$ cat src/hw/rtl/bmsd_pkg.sv
`default_nettype none

package bmsd_pkg;

  localparam int SAMPLE_BITS = 16;
  localparam int LENGTH_BITS = 16;

  localparam int SUM_W  = SAMPLE_BITS + LENGTH_BITS + 1;
  localparam int SQ_W   = 2 * SAMPLE_BITS + LENGTH_BITS - 1;
  localparam int LEN_W  = LENGTH_BITS + 1;
  localparam int PROD_W = 2 * SAMPLE_BITS;

  // radicand padded to an even width, two bits consumed per root step
  localparam int VAR_W  = SQ_W + (SQ_W % 2);
  localparam int ROOT_W = VAR_W / 2;
  localparam int REM_W  = ROOT_W + 2;

  localparam int DIV_STEPS  = SQ_W;
  localparam int ROOT_STEPS = ROOT_W;
  localparam int CNT_W      = $clog2(DIV_STEPS + 1);

  localparam int Q_DEPTH = 2;
  localparam int QPTR_W  = $clog2(Q_DEPTH);
  localparam int QCNT_W  = $clog2(Q_DEPTH + 1);

  localparam logic [LEN_W-1:0] MAX_LEN = LEN_W'(1) << LENGTH_BITS;
  localparam logic [SAMPLE_BITS-1:0] POS_LIMIT = {1'b0, {(SAMPLE_BITS-1){1'b1}}};
  localparam logic [SAMPLE_BITS-1:0] NEG_LIMIT = {1'b1, {(SAMPLE_BITS-1){1'b0}}};

  typedef struct packed {
    logic [SUM_W-1:0] sum;
    logic [SQ_W-1:0]  sqsum;
    logic [LEN_W-1:0] len;
  } blk_t;

  typedef enum logic [2:0] {
    ST_IDLE,
    ST_DIV,
    ST_SQR,
    ST_VAR,
    ST_ROOT,
    ST_FIN
  } back_state_t;

endpackage

`default_nettype wire

$ cat src/hw/rtl/block_mean_and_std_deviation_top.sv
// channel   handshake               payload
// cfg       cfg_valid / cfg_ready    cfg_data[16:0] (block length)
// in        in_valid / in_ready      sample[15:0] signed Q8.8
// out       out_valid / out_ready    mean_value[15:0] signed, std_deviation[15:0]
//
// One sample beat per cycle while the two-entry block queue has room.
// Each closed block passes through the back end as a pop, 47 shared divide steps,
// square, variance, 24 root steps and a final load into the output register.
// rst (synchronous) clears accumulators, queue and back end; length resets to 65536.
// A held output beat stalls the back end; a full queue stalls sample beats.
`default_nettype none

module block_mean_and_std_deviation_top (
  input  logic                                   clk,
  input  logic                                   rst,
  input  logic                                   cfg_valid,
  output logic                                   cfg_ready,
  input  logic [bmsd_pkg::LEN_W-1:0]             cfg_data,
  input  logic                                   in_valid,
  output logic                                   in_ready,
  input  logic signed [bmsd_pkg::SAMPLE_BITS-1:0] sample,
  output logic                                   out_valid,
  input  logic                                   out_ready,
  output logic signed [bmsd_pkg::SAMPLE_BITS-1:0] mean_value,
  output logic [bmsd_pkg::SAMPLE_BITS-1:0]       std_deviation
);
  import bmsd_pkg::*;

  logic q_push;
  logic q_pop;
  logic q_full;
  logic q_empty;
  blk_t q_in;
  blk_t q_head;

  bmsd_front u_front (
    .clk       (clk),
    .rst       (rst),
    .cfg_valid (cfg_valid),
    .cfg_ready (cfg_ready),
    .cfg_data  (cfg_data),
    .in_valid  (in_valid),
    .in_ready  (in_ready),
    .sample    (sample),
    .q_full    (q_full),
    .q_push    (q_push),
    .q_data    (q_in)
  );

  bmsd_queue u_queue (
    .clk       (clk),
    .rst       (rst),
    .push      (q_push),
    .push_data (q_in),
    .full      (q_full),
    .pop       (q_pop),
    .head      (q_head),
    .empty     (q_empty)
  );

  bmsd_back u_back (
    .clk           (clk),
    .rst           (rst),
    .q_empty       (q_empty),
    .q_head        (q_head),
    .q_pop         (q_pop),
    .out_valid     (out_valid),
    .out_ready     (out_ready),
    .mean_value    (mean_value),
    .std_deviation (std_deviation)
  );

endmodule

`default_nettype wire

$ cat src/hw/rtl/bmsd_front.sv
`default_nettype none

module bmsd_front (
  input  logic                               clk,
  input  logic                               rst,
  input  logic                               cfg_valid,
  output logic                               cfg_ready,
  input  logic [bmsd_pkg::LEN_W-1:0]         cfg_data,
  input  logic                               in_valid,
  output logic                               in_ready,
  input  logic signed [bmsd_pkg::SAMPLE_BITS-1:0] sample,
  input  logic                               q_full,
  output logic                               q_push,
  output bmsd_pkg::blk_t                     q_data
);
  import bmsd_pkg::*;

  logic [LEN_W-1:0]             len;
  logic [LEN_W-1:0]             len_next;
  logic [SUM_W-1:0]             sum;
  logic [SUM_W-1:0]             sum_next;
  logic [SQ_W-1:0]              sqsum;
  logic [SQ_W-1:0]              sqsum_next;
  logic [LEN_W-1:0]             count;
  logic [LEN_W-1:0]             count_next;
  logic signed [PROD_W-1:0]     sq;
  logic                         accept;
  logic                         close;

  assign cfg_ready = 1'b1;
  assign in_ready  = !q_full;
  assign accept    = in_valid && in_ready;

  always_comb begin
    len_next = cfg_data;
    if (cfg_data == '0) begin
      len_next = LEN_W'(1);
    end else if (cfg_data > MAX_LEN) begin
      len_next = MAX_LEN;
    end
  end

  assign sq         = sample * sample;
  assign sum_next   = sum + {{(SUM_W-SAMPLE_BITS){sample[SAMPLE_BITS-1]}}, sample};
  assign sqsum_next = sqsum + {{(SQ_W-PROD_W){1'b0}}, sq};
  assign count_next = count + LEN_W'(1);
  assign close      = count_next >= len;

  assign q_push       = accept && close;
  assign q_data.sum   = sum_next;
  assign q_data.sqsum = sqsum_next;
  assign q_data.len   = len;

  always_ff @(posedge clk) begin
    if (rst) begin
      len   <= MAX_LEN;
      sum   <= '0;
      sqsum <= '0;
      count <= '0;
    end else begin
      if (cfg_valid && cfg_ready) begin
        len <= len_next;
      end
      if (accept) begin
        if (close) begin
          sum   <= '0;
          sqsum <= '0;
          count <= '0;
        end else begin
          sum   <= sum_next;
          sqsum <= sqsum_next;
          count <= count_next;
        end
      end
    end
  end

  a_close_clears: assert property (@(posedge clk) disable iff (rst)
    q_push |=> (count == '0) && (sum == '0) && (sqsum == '0))
    else $error("accumulators not cleared after block close");

endmodule

`default_nettype wire

$ cat src/hw/rtl/bmsd_queue.sv
`default_nettype none

module bmsd_queue (
  input  logic           clk,
  input  logic           rst,
  input  logic           push,
  input  bmsd_pkg::blk_t push_data,
  output logic           full,
  input  logic           pop,
  output bmsd_pkg::blk_t head,
  output logic           empty
);
  import bmsd_pkg::*;

  blk_t               mem [Q_DEPTH];
  logic [QPTR_W-1:0]  wr_ptr;
  logic [QPTR_W-1:0]  rd_ptr;
  logic [QCNT_W-1:0]  fill;

  assign full  = fill == QCNT_W'(Q_DEPTH);
  assign empty = fill == '0;
  assign head  = mem[rd_ptr];

  always_ff @(posedge clk) begin
    if (push) begin
      mem[wr_ptr] <= push_data;
    end
  end

  always_ff @(posedge clk) begin
    if (rst) begin
      wr_ptr <= '0;
      rd_ptr <= '0;
      fill   <= '0;
    end else begin
      if (push) begin
        wr_ptr <= (wr_ptr == QPTR_W'(Q_DEPTH - 1)) ? '0 : wr_ptr + QPTR_W'(1);
      end
      if (pop) begin
        rd_ptr <= (rd_ptr == QPTR_W'(Q_DEPTH - 1)) ? '0 : rd_ptr + QPTR_W'(1);
      end
      unique case ({push, pop})
        2'b10:   fill <= fill + QCNT_W'(1);
        2'b01:   fill <= fill - QCNT_W'(1);
        default: fill <= fill;
      endcase
    end
  end

  a_no_overflow: assert property (@(posedge clk) disable iff (rst) push |-> !full)
    else $error("push into full queue");
  a_no_underflow: assert property (@(posedge clk) disable iff (rst) pop |-> !empty)
    else $error("pop from empty queue");

endmodule

`default_nettype wire

$ cat src/hw/rtl/bmsd_back.sv
`default_nettype none

module bmsd_back (
  input  logic                                   clk,
  input  logic                                   rst,
  input  logic                                   q_empty,
  input  bmsd_pkg::blk_t                         q_head,
  output logic                                   q_pop,
  output logic                                   out_valid,
  input  logic                                   out_ready,
  output logic signed [bmsd_pkg::SAMPLE_BITS-1:0] mean_value,
  output logic [bmsd_pkg::SAMPLE_BITS-1:0]       std_deviation
);
  import bmsd_pkg::*;

  back_state_t               state;
  back_state_t               state_next;
  logic [CNT_W-1:0]          cnt;
  logic [CNT_W-1:0]          cnt_next;
  logic                      load_out;

  logic                      neg;
  logic [LEN_W-1:0]          len_q;
  logic [SQ_W-1:0]           dvd_a;
  logic [SQ_W-1:0]           dvd_b;
  logic [LEN_W-1:0]          rem_a;
  logic [LEN_W-1:0]          rem_b;
  logic [LEN_W:0]            part_a;
  logic [LEN_W:0]            part_b;
  logic                      ge_a;
  logic                      ge_b;
  logic [SUM_W-1:0]          mag;

  logic [SAMPLE_BITS-1:0]    qc;
  logic [SAMPLE_BITS-1:0]    mean_r;
  logic [PROD_W-1:0]         msq;
  logic [SQ_W-1:0]           msq_ext;

  logic [VAR_W-1:0]          rad;
  logic [REM_W-1:0]          rrem;
  logic [ROOT_W-1:0]         root;
  logic [REM_W+1:0]          r_try;
  logic [REM_W+1:0]          r_trial;
  logic                      r_ge;
  logic [SAMPLE_BITS-1:0]    sd;

  // next state
  always_comb begin
    state_next = state;
    unique case (state)
      ST_IDLE: if (!q_empty) state_next = ST_DIV;
      ST_DIV:  if (cnt == CNT_W'(DIV_STEPS - 1)) state_next = ST_SQR;
      ST_SQR:  state_next = ST_VAR;
      ST_VAR:  state_next = ST_ROOT;
      ST_ROOT: if (cnt == CNT_W'(ROOT_STEPS - 1)) state_next = ST_FIN;
      ST_FIN:  if (!out_valid || out_ready) state_next = ST_IDLE;
      default: state_next = ST_IDLE;
    endcase
  end

  // control outputs
  always_comb begin
    q_pop    = 1'b0;
    load_out = 1'b0;
    cnt_next = '0;
    unique case (state)
      ST_IDLE: q_pop = !q_empty;
      ST_DIV:  cnt_next = (cnt == CNT_W'(DIV_STEPS - 1)) ? '0 : cnt + CNT_W'(1);
      ST_ROOT: cnt_next = (cnt == CNT_W'(ROOT_STEPS - 1)) ? '0 : cnt + CNT_W'(1);
      ST_FIN:  load_out = !out_valid || out_ready;
      default: cnt_next = '0;
    endcase
  end

  always_ff @(posedge clk) begin
    if (rst) begin
      state     <= ST_IDLE;
      cnt       <= '0;
      out_valid <= 1'b0;
    end else begin
      state <= state_next;
      cnt   <= cnt_next;
      if (load_out) begin
        out_valid <= 1'b1;
      end else if (out_ready) begin
        out_valid <= 1'b0;
      end
    end
  end

  // two restoring-divide lanes: |sum| / len and sqsum / len
  assign mag    = q_head.sum[SUM_W-1] ? -q_head.sum : q_head.sum;
  assign part_a = {rem_a, dvd_a[SQ_W-1]};
  assign part_b = {rem_b, dvd_b[SQ_W-1]};
  assign ge_a   = part_a >= {1'b0, len_q};
  assign ge_b   = part_b >= {1'b0, len_q};

  always_comb begin
    qc = dvd_a[SAMPLE_BITS-1:0];
    if (neg) begin
      if (dvd_a > SQ_W'(NEG_LIMIT)) qc = NEG_LIMIT;
    end else begin
      if (dvd_a > SQ_W'(POS_LIMIT)) qc = POS_LIMIT;
    end
  end

  assign msq_ext = {{(SQ_W-PROD_W){1'b0}}, msq};

  // digit-by-digit square root, two radicand bits per step
  assign r_try   = {rrem, rad[VAR_W-1 -: 2]};
  assign r_trial = {2'b00, root, 2'b01};
  assign r_ge    = r_try >= r_trial;
  assign sd      = (|root[ROOT_W-1:SAMPLE_BITS]) ? '1 : root[SAMPLE_BITS-1:0];

  always_ff @(posedge clk) begin
    unique case (state)
      ST_IDLE: begin
        if (!q_empty) begin
          neg   <= q_head.sum[SUM_W-1];
          len_q <= q_head.len;
          dvd_a <= {{(SQ_W-SUM_W){1'b0}}, mag};
          dvd_b <= q_head.sqsum;
          rem_a <= '0;
          rem_b <= '0;
        end
      end
      ST_DIV: begin
        rem_a <= ge_a ? LEN_W'(part_a - {1'b0, len_q}) : part_a[LEN_W-1:0];
        rem_b <= ge_b ? LEN_W'(part_b - {1'b0, len_q}) : part_b[LEN_W-1:0];
        dvd_a <= {dvd_a[SQ_W-2:0], ge_a};
        dvd_b <= {dvd_b[SQ_W-2:0], ge_b};
      end
      ST_SQR: begin
        msq    <= qc * qc;
        mean_r <= neg ? -qc : qc;
      end
      ST_VAR: begin
        rad  <= (dvd_b > msq_ext) ? VAR_W'(dvd_b - msq_ext) : '0;
        rrem <= '0;
        root <= '0;
      end
      ST_ROOT: begin
        rrem <= r_ge ? REM_W'(r_try - r_trial) : REM_W'(r_try);
        root <= {root[ROOT_W-2:0], r_ge};
        rad  <= {rad[VAR_W-3:0], 2'b00};
      end
      default: begin
        if (load_out) begin
          mean_value    <= mean_r;
          std_deviation <= sd;
        end
      end
    endcase
  end

  a_div_rem: assert property (@(posedge clk) disable iff (rst)
    (state == ST_DIV) |-> (rem_a < len_q) && (rem_b < len_q))
    else $error("divider remainder out of range");
  a_pop_starts: assert property (@(posedge clk) disable iff (rst)
    q_pop |=> (state == ST_DIV) && (cnt == '0))
    else $error("block pop did not start divide");
  a_load_when_free: assert property (@(posedge clk) disable iff (rst)
    load_out |-> (state == ST_FIN) && (cnt == '0))
    else $error("result loaded outside final state");

endmodule

`default_nettype wire

$ cat config.mk
export PLATFORM = sky130hd
export DESIGN_NAME = block_mean_and_std_deviation_top
export DESIGN_NICKNAME = d
export VERILOG_FILES = /design/src/hw/rtl/bmsd_pkg.sv /design/src/hw/rtl/block_mean_and_std_deviation_top.sv /design/src/hw/rtl/bmsd_front.sv /design/src/hw/rtl/bmsd_queue.sv /design/src/hw/rtl/bmsd_back.sv
export SDC_FILE = /design/constraint.sdc
export NUM_CORES = 2
export LEC_CHECK = 0
export BUFFER_PORTS_ARGS = -buffer_cell sky130_fd_sc_hd__buf_2
export CAP_MARGIN = 15
export CORE_ASPECT_RATIO = 0.6
export CORE_MARGIN = 2
export CORE_UTILIZATION = 40
export CTS_CLUSTER_SIZE = 8
export DETAILED_ROUTE_END_ITERATION = 8
export PLACE_DENSITY = 0.52
export SLEW_MARGIN = 20
export SYNTH_ARGS = -nofsm -noshare
export SYNTH_HDL_FRONTEND = slang
export SYNTH_SLANG_ARGS = --single-unit
export TNS_END_PERCENT = 50
$ cat constraint.sdc
create_clock -name clk -period 12.9 [get_ports clk]
set_input_delay 0.645 -clock clk [delete_from_list [all_inputs] [get_ports clk]]
set_output_delay 0.645 -clock clk [all_outputs]
set_load 0.1 [all_outputs]
==> results.toml <==
[run_status]
status = "completed"

[setup_path]
rrSetupSlack_ns = 3.21
worstPathRequired_ns = 13.31
crit_fanout = 14
r2r_end = "u_back.msq[31]$_DFFE_PP_"
worstSetupPathType = "reg2reg"
startpoint_type = "register"
endpoint_kind = "register"
reg2reg_depth = 27
crit_arrival_ns = 10.10
crit-reg2reg-launch = "u_back.dvd_a[32]$_DFFE_PP_"

[cts]
cts_tree = "yes"
cts_made_buffers = 91
cts_htree_levels = 3
root_buffer = "clkbuf_16"
postCtsHoldBufs = 0
cts.sinks = 645
max-clock-path-buffers = 3
path_clk_slew_ns = 0.06
post_cts_buffers = 0
post_cts_resized = 0
worstSkewPairLatency_ns = 0.71

[place]
placed_area_um2 = 52500
place_congestion = 0.868
place_hpwl_mm = 98.1
portBuffers = 71

[drt]
drc = 0
routed_wl_mm = 129
drt_iter0_markers = 2701
avgRoutedWirePerCell_um = 18.9
routed_via_density = 5.16
final_antenna_net_count = 0
drtPass1Iterations = 5
vias = 35055

[synth]
avgSynthCellArea_um2 = 10.1
yosysWarnings = 0
synthArstFlopShare_pct = 0
synth_ff_type = "edfxtp_1"
synthCells = 4965
synth_edf_count = 516
ys_seq_area_share_pct = 36.0
ys_seq_elements = 645
synth_cell_types = 96
ys_top_cells_by_area = "edfxtp_1, fa_1, ha_1, inv_1, dfxtp_1"
synthDominantAreaCellType = "edfxtp_1"
syn-cell-area_um2 = 50200
synth_top_area_share_pct = 30.9

[floorplanning]
initial_utilization_pct = 40.4
io_pins = 73
die_x_um = 461
dieArea_um2 = 128000
rows = 100
coreArea_um2 = 124000
die_h_um = 278

[sta]
rsz0062_at_grt = "no"
period_share_pct = 75.1
worstMarginPinSlew_ns = 1.04
maxSlewHeadroom_pct = 30.4
holdWs_ns = 0.190
skew_ns = 0.0569
slew_violations = 0
fmax_ghz = 0.103
hold_viol_final = 0
finalCriticalPeriod_ns = 9.69
setup_tns_ns = 0
setup_viol = 0

[global_route]
grt_max_degree = 73
grt_pass1_vias = 34213
overflow = 0
grt_pass1_wl_mm = 203
antenna_found_initial = 2
grt_use_total_pct = 20.2

[hold_path]
min_from = "cfg_data[13]"
min_path_type = "in2reg"
whs_path_depth = 3
hold-path-endpoint = "u_front.len[13]$_SDFFE_PP0P_"

[layout]
nNetsFinal = 5843
fin_area_um2 = 55300
layout_commonest_cell = "inv_1"
drive_above_1_share_pct = 6.11
layout_common_cells = "inv_1, edfxtp_1, nand2_1"
areaGrowthSynthToFinish_pct = 10.2

[job]
maxCapViolations = 0
[worst max-delay path: stages (launching register included)]
cell,delay (ns)
edfxtp_1,0.42
nor4_1,0.65
nand4_1,0.59
nor2_1,0.37
a21oi_1,0.20
o22ai_1,0.77
inv_1,0.50
nor2_1,0.50
inv_1,0.15
fa_1,0.47
fa_1,0.54
inv_1,0.04
ha_1,0.31
fa_1,0.53
fa_1,0.54
inv_1,0.06
fa_1,0.52
inv_1,0.05
ha_1,0.36
a21oi_1,0.19
o21ai_0,0.11
a21o_1,0.25
a41o_1,0.28
a21bo_2,0.21
o41ai_2,0.36
o2111ai_1,0.18
a21oi_1,0.20
xnor2_1,0.08
[layer usage]
layer,GRT usage (%),up-vias,routed length (µm)
met2,26.3,767,49100
met4,3.30,0,1640
li1,-,17049,-
met3,3.75,113,7100
met5,0,-,0
met1,34.1,17126,70900
[final cells by class]
| cell class | instances | area, µm² |
|---|---|---|
| clock buffers | 162 | 2540 |
| multi-input cells | 3441 | 28900 |
| inverters | 732 | 2750 |
| clock inverters | 9 | 224 |
| fillers | 11916 | 68900 |
| well taps | 1683 | 2110 |
| diodes | 3 | 7.51 |
| flip-flops and latches | 645 | 18100 |
| repair buffers | 120 | 726 |
[through the flow]
stage / utilization, % / std cells / setup WS (ns)
CTS: 44.5 / 6792 / 3.51
finish: 44.5 / 6795 / 3.21
floorplan: - / 4986 / 4.49
global route: 44.5 / 6793 / 2.86
global placement: 42.3 / 6621 / 3.37
detailed placement: 42.3 / 6621 / 3.19
[state kept, by name, summed over array words and instances, names as in the netlist, 16 cells and up, named ones only]
register              count
u_back.dvd_a             47
u_back.dvd_b             47
u_back.len_q             17
u_back.mean_value        16
u_back.msq               31
u_back.rad               48
u_back.rem_a             17
u_back.rem_b             17
u_back.root              24
u_back.rrem              26
u_back.std_deviation     16
u_front.count            17
u_front.len              17
u_front.sqsum            47
u_front.sum              33
u_queue.mem             194
[worst max path at each step]
stage | start | cells after the start | to
after CTS | u_back.dvd_a[32]$_DFFE_PP_ | 29 | u_back.msq[31]$_DFFE_PP_
final | u_back.dvd_a[32]$_DFFE_PP_ | 27 | u_back.msq[31]$_DFFE_PP_
after global placement | sample[1] | 30 | u_front.sqsum[40]$_SDFFE_PP0P_
after floorplan | u_back.state[0]$_SDFFE_PP0P_ | 4 | u_back.rad[0]$_SDFFCE_PP0P_
after global routing | u_back.dvd_a[32]$_DFFE_PP_ | 31 | u_back.msq[31]$_DFFE_PP_
after detailed placement | sample[1] | 33 | u_front.sqsum[45]$_SDFFE_PP0P_
[cell usage after synthesis (all sizes together), types with 29 or more instances]
master  count
a21o      111
a21oi     262
a31oi      39
and2       46
and3       51
buf        43
clkbuf    125
dfxtp     129
edfxtp    516
fa        404
ha        370
inv       726
mux2i     133
nand2     415
nand2b     35
nand3     112
nand4      29
nor2      375
nor2b      33
nor3       70
o21a       32
o21ai     236
xnor2     188
xor2       94
[cell families after synthesis]
kind of cell / count (synthesis) / share of synthesized area, %
AND/OR/NAND/NOR: 1283 / 11.8
flip-flops: 645 / 36.0
multiplexers: 153 / 3.10
XOR/XNOR: 282 / 4.92
other: 2 / 0.0150
adder cells (fa/ha/maj): 774 / 25.3
AO/OA/AOI/OAI: 926 / 11.9
buffers and inverters: 900 / 6.83
Power is not shown: default switching activity piles up to over one toggle a cycle in this logic, so the estimate is an artifact.
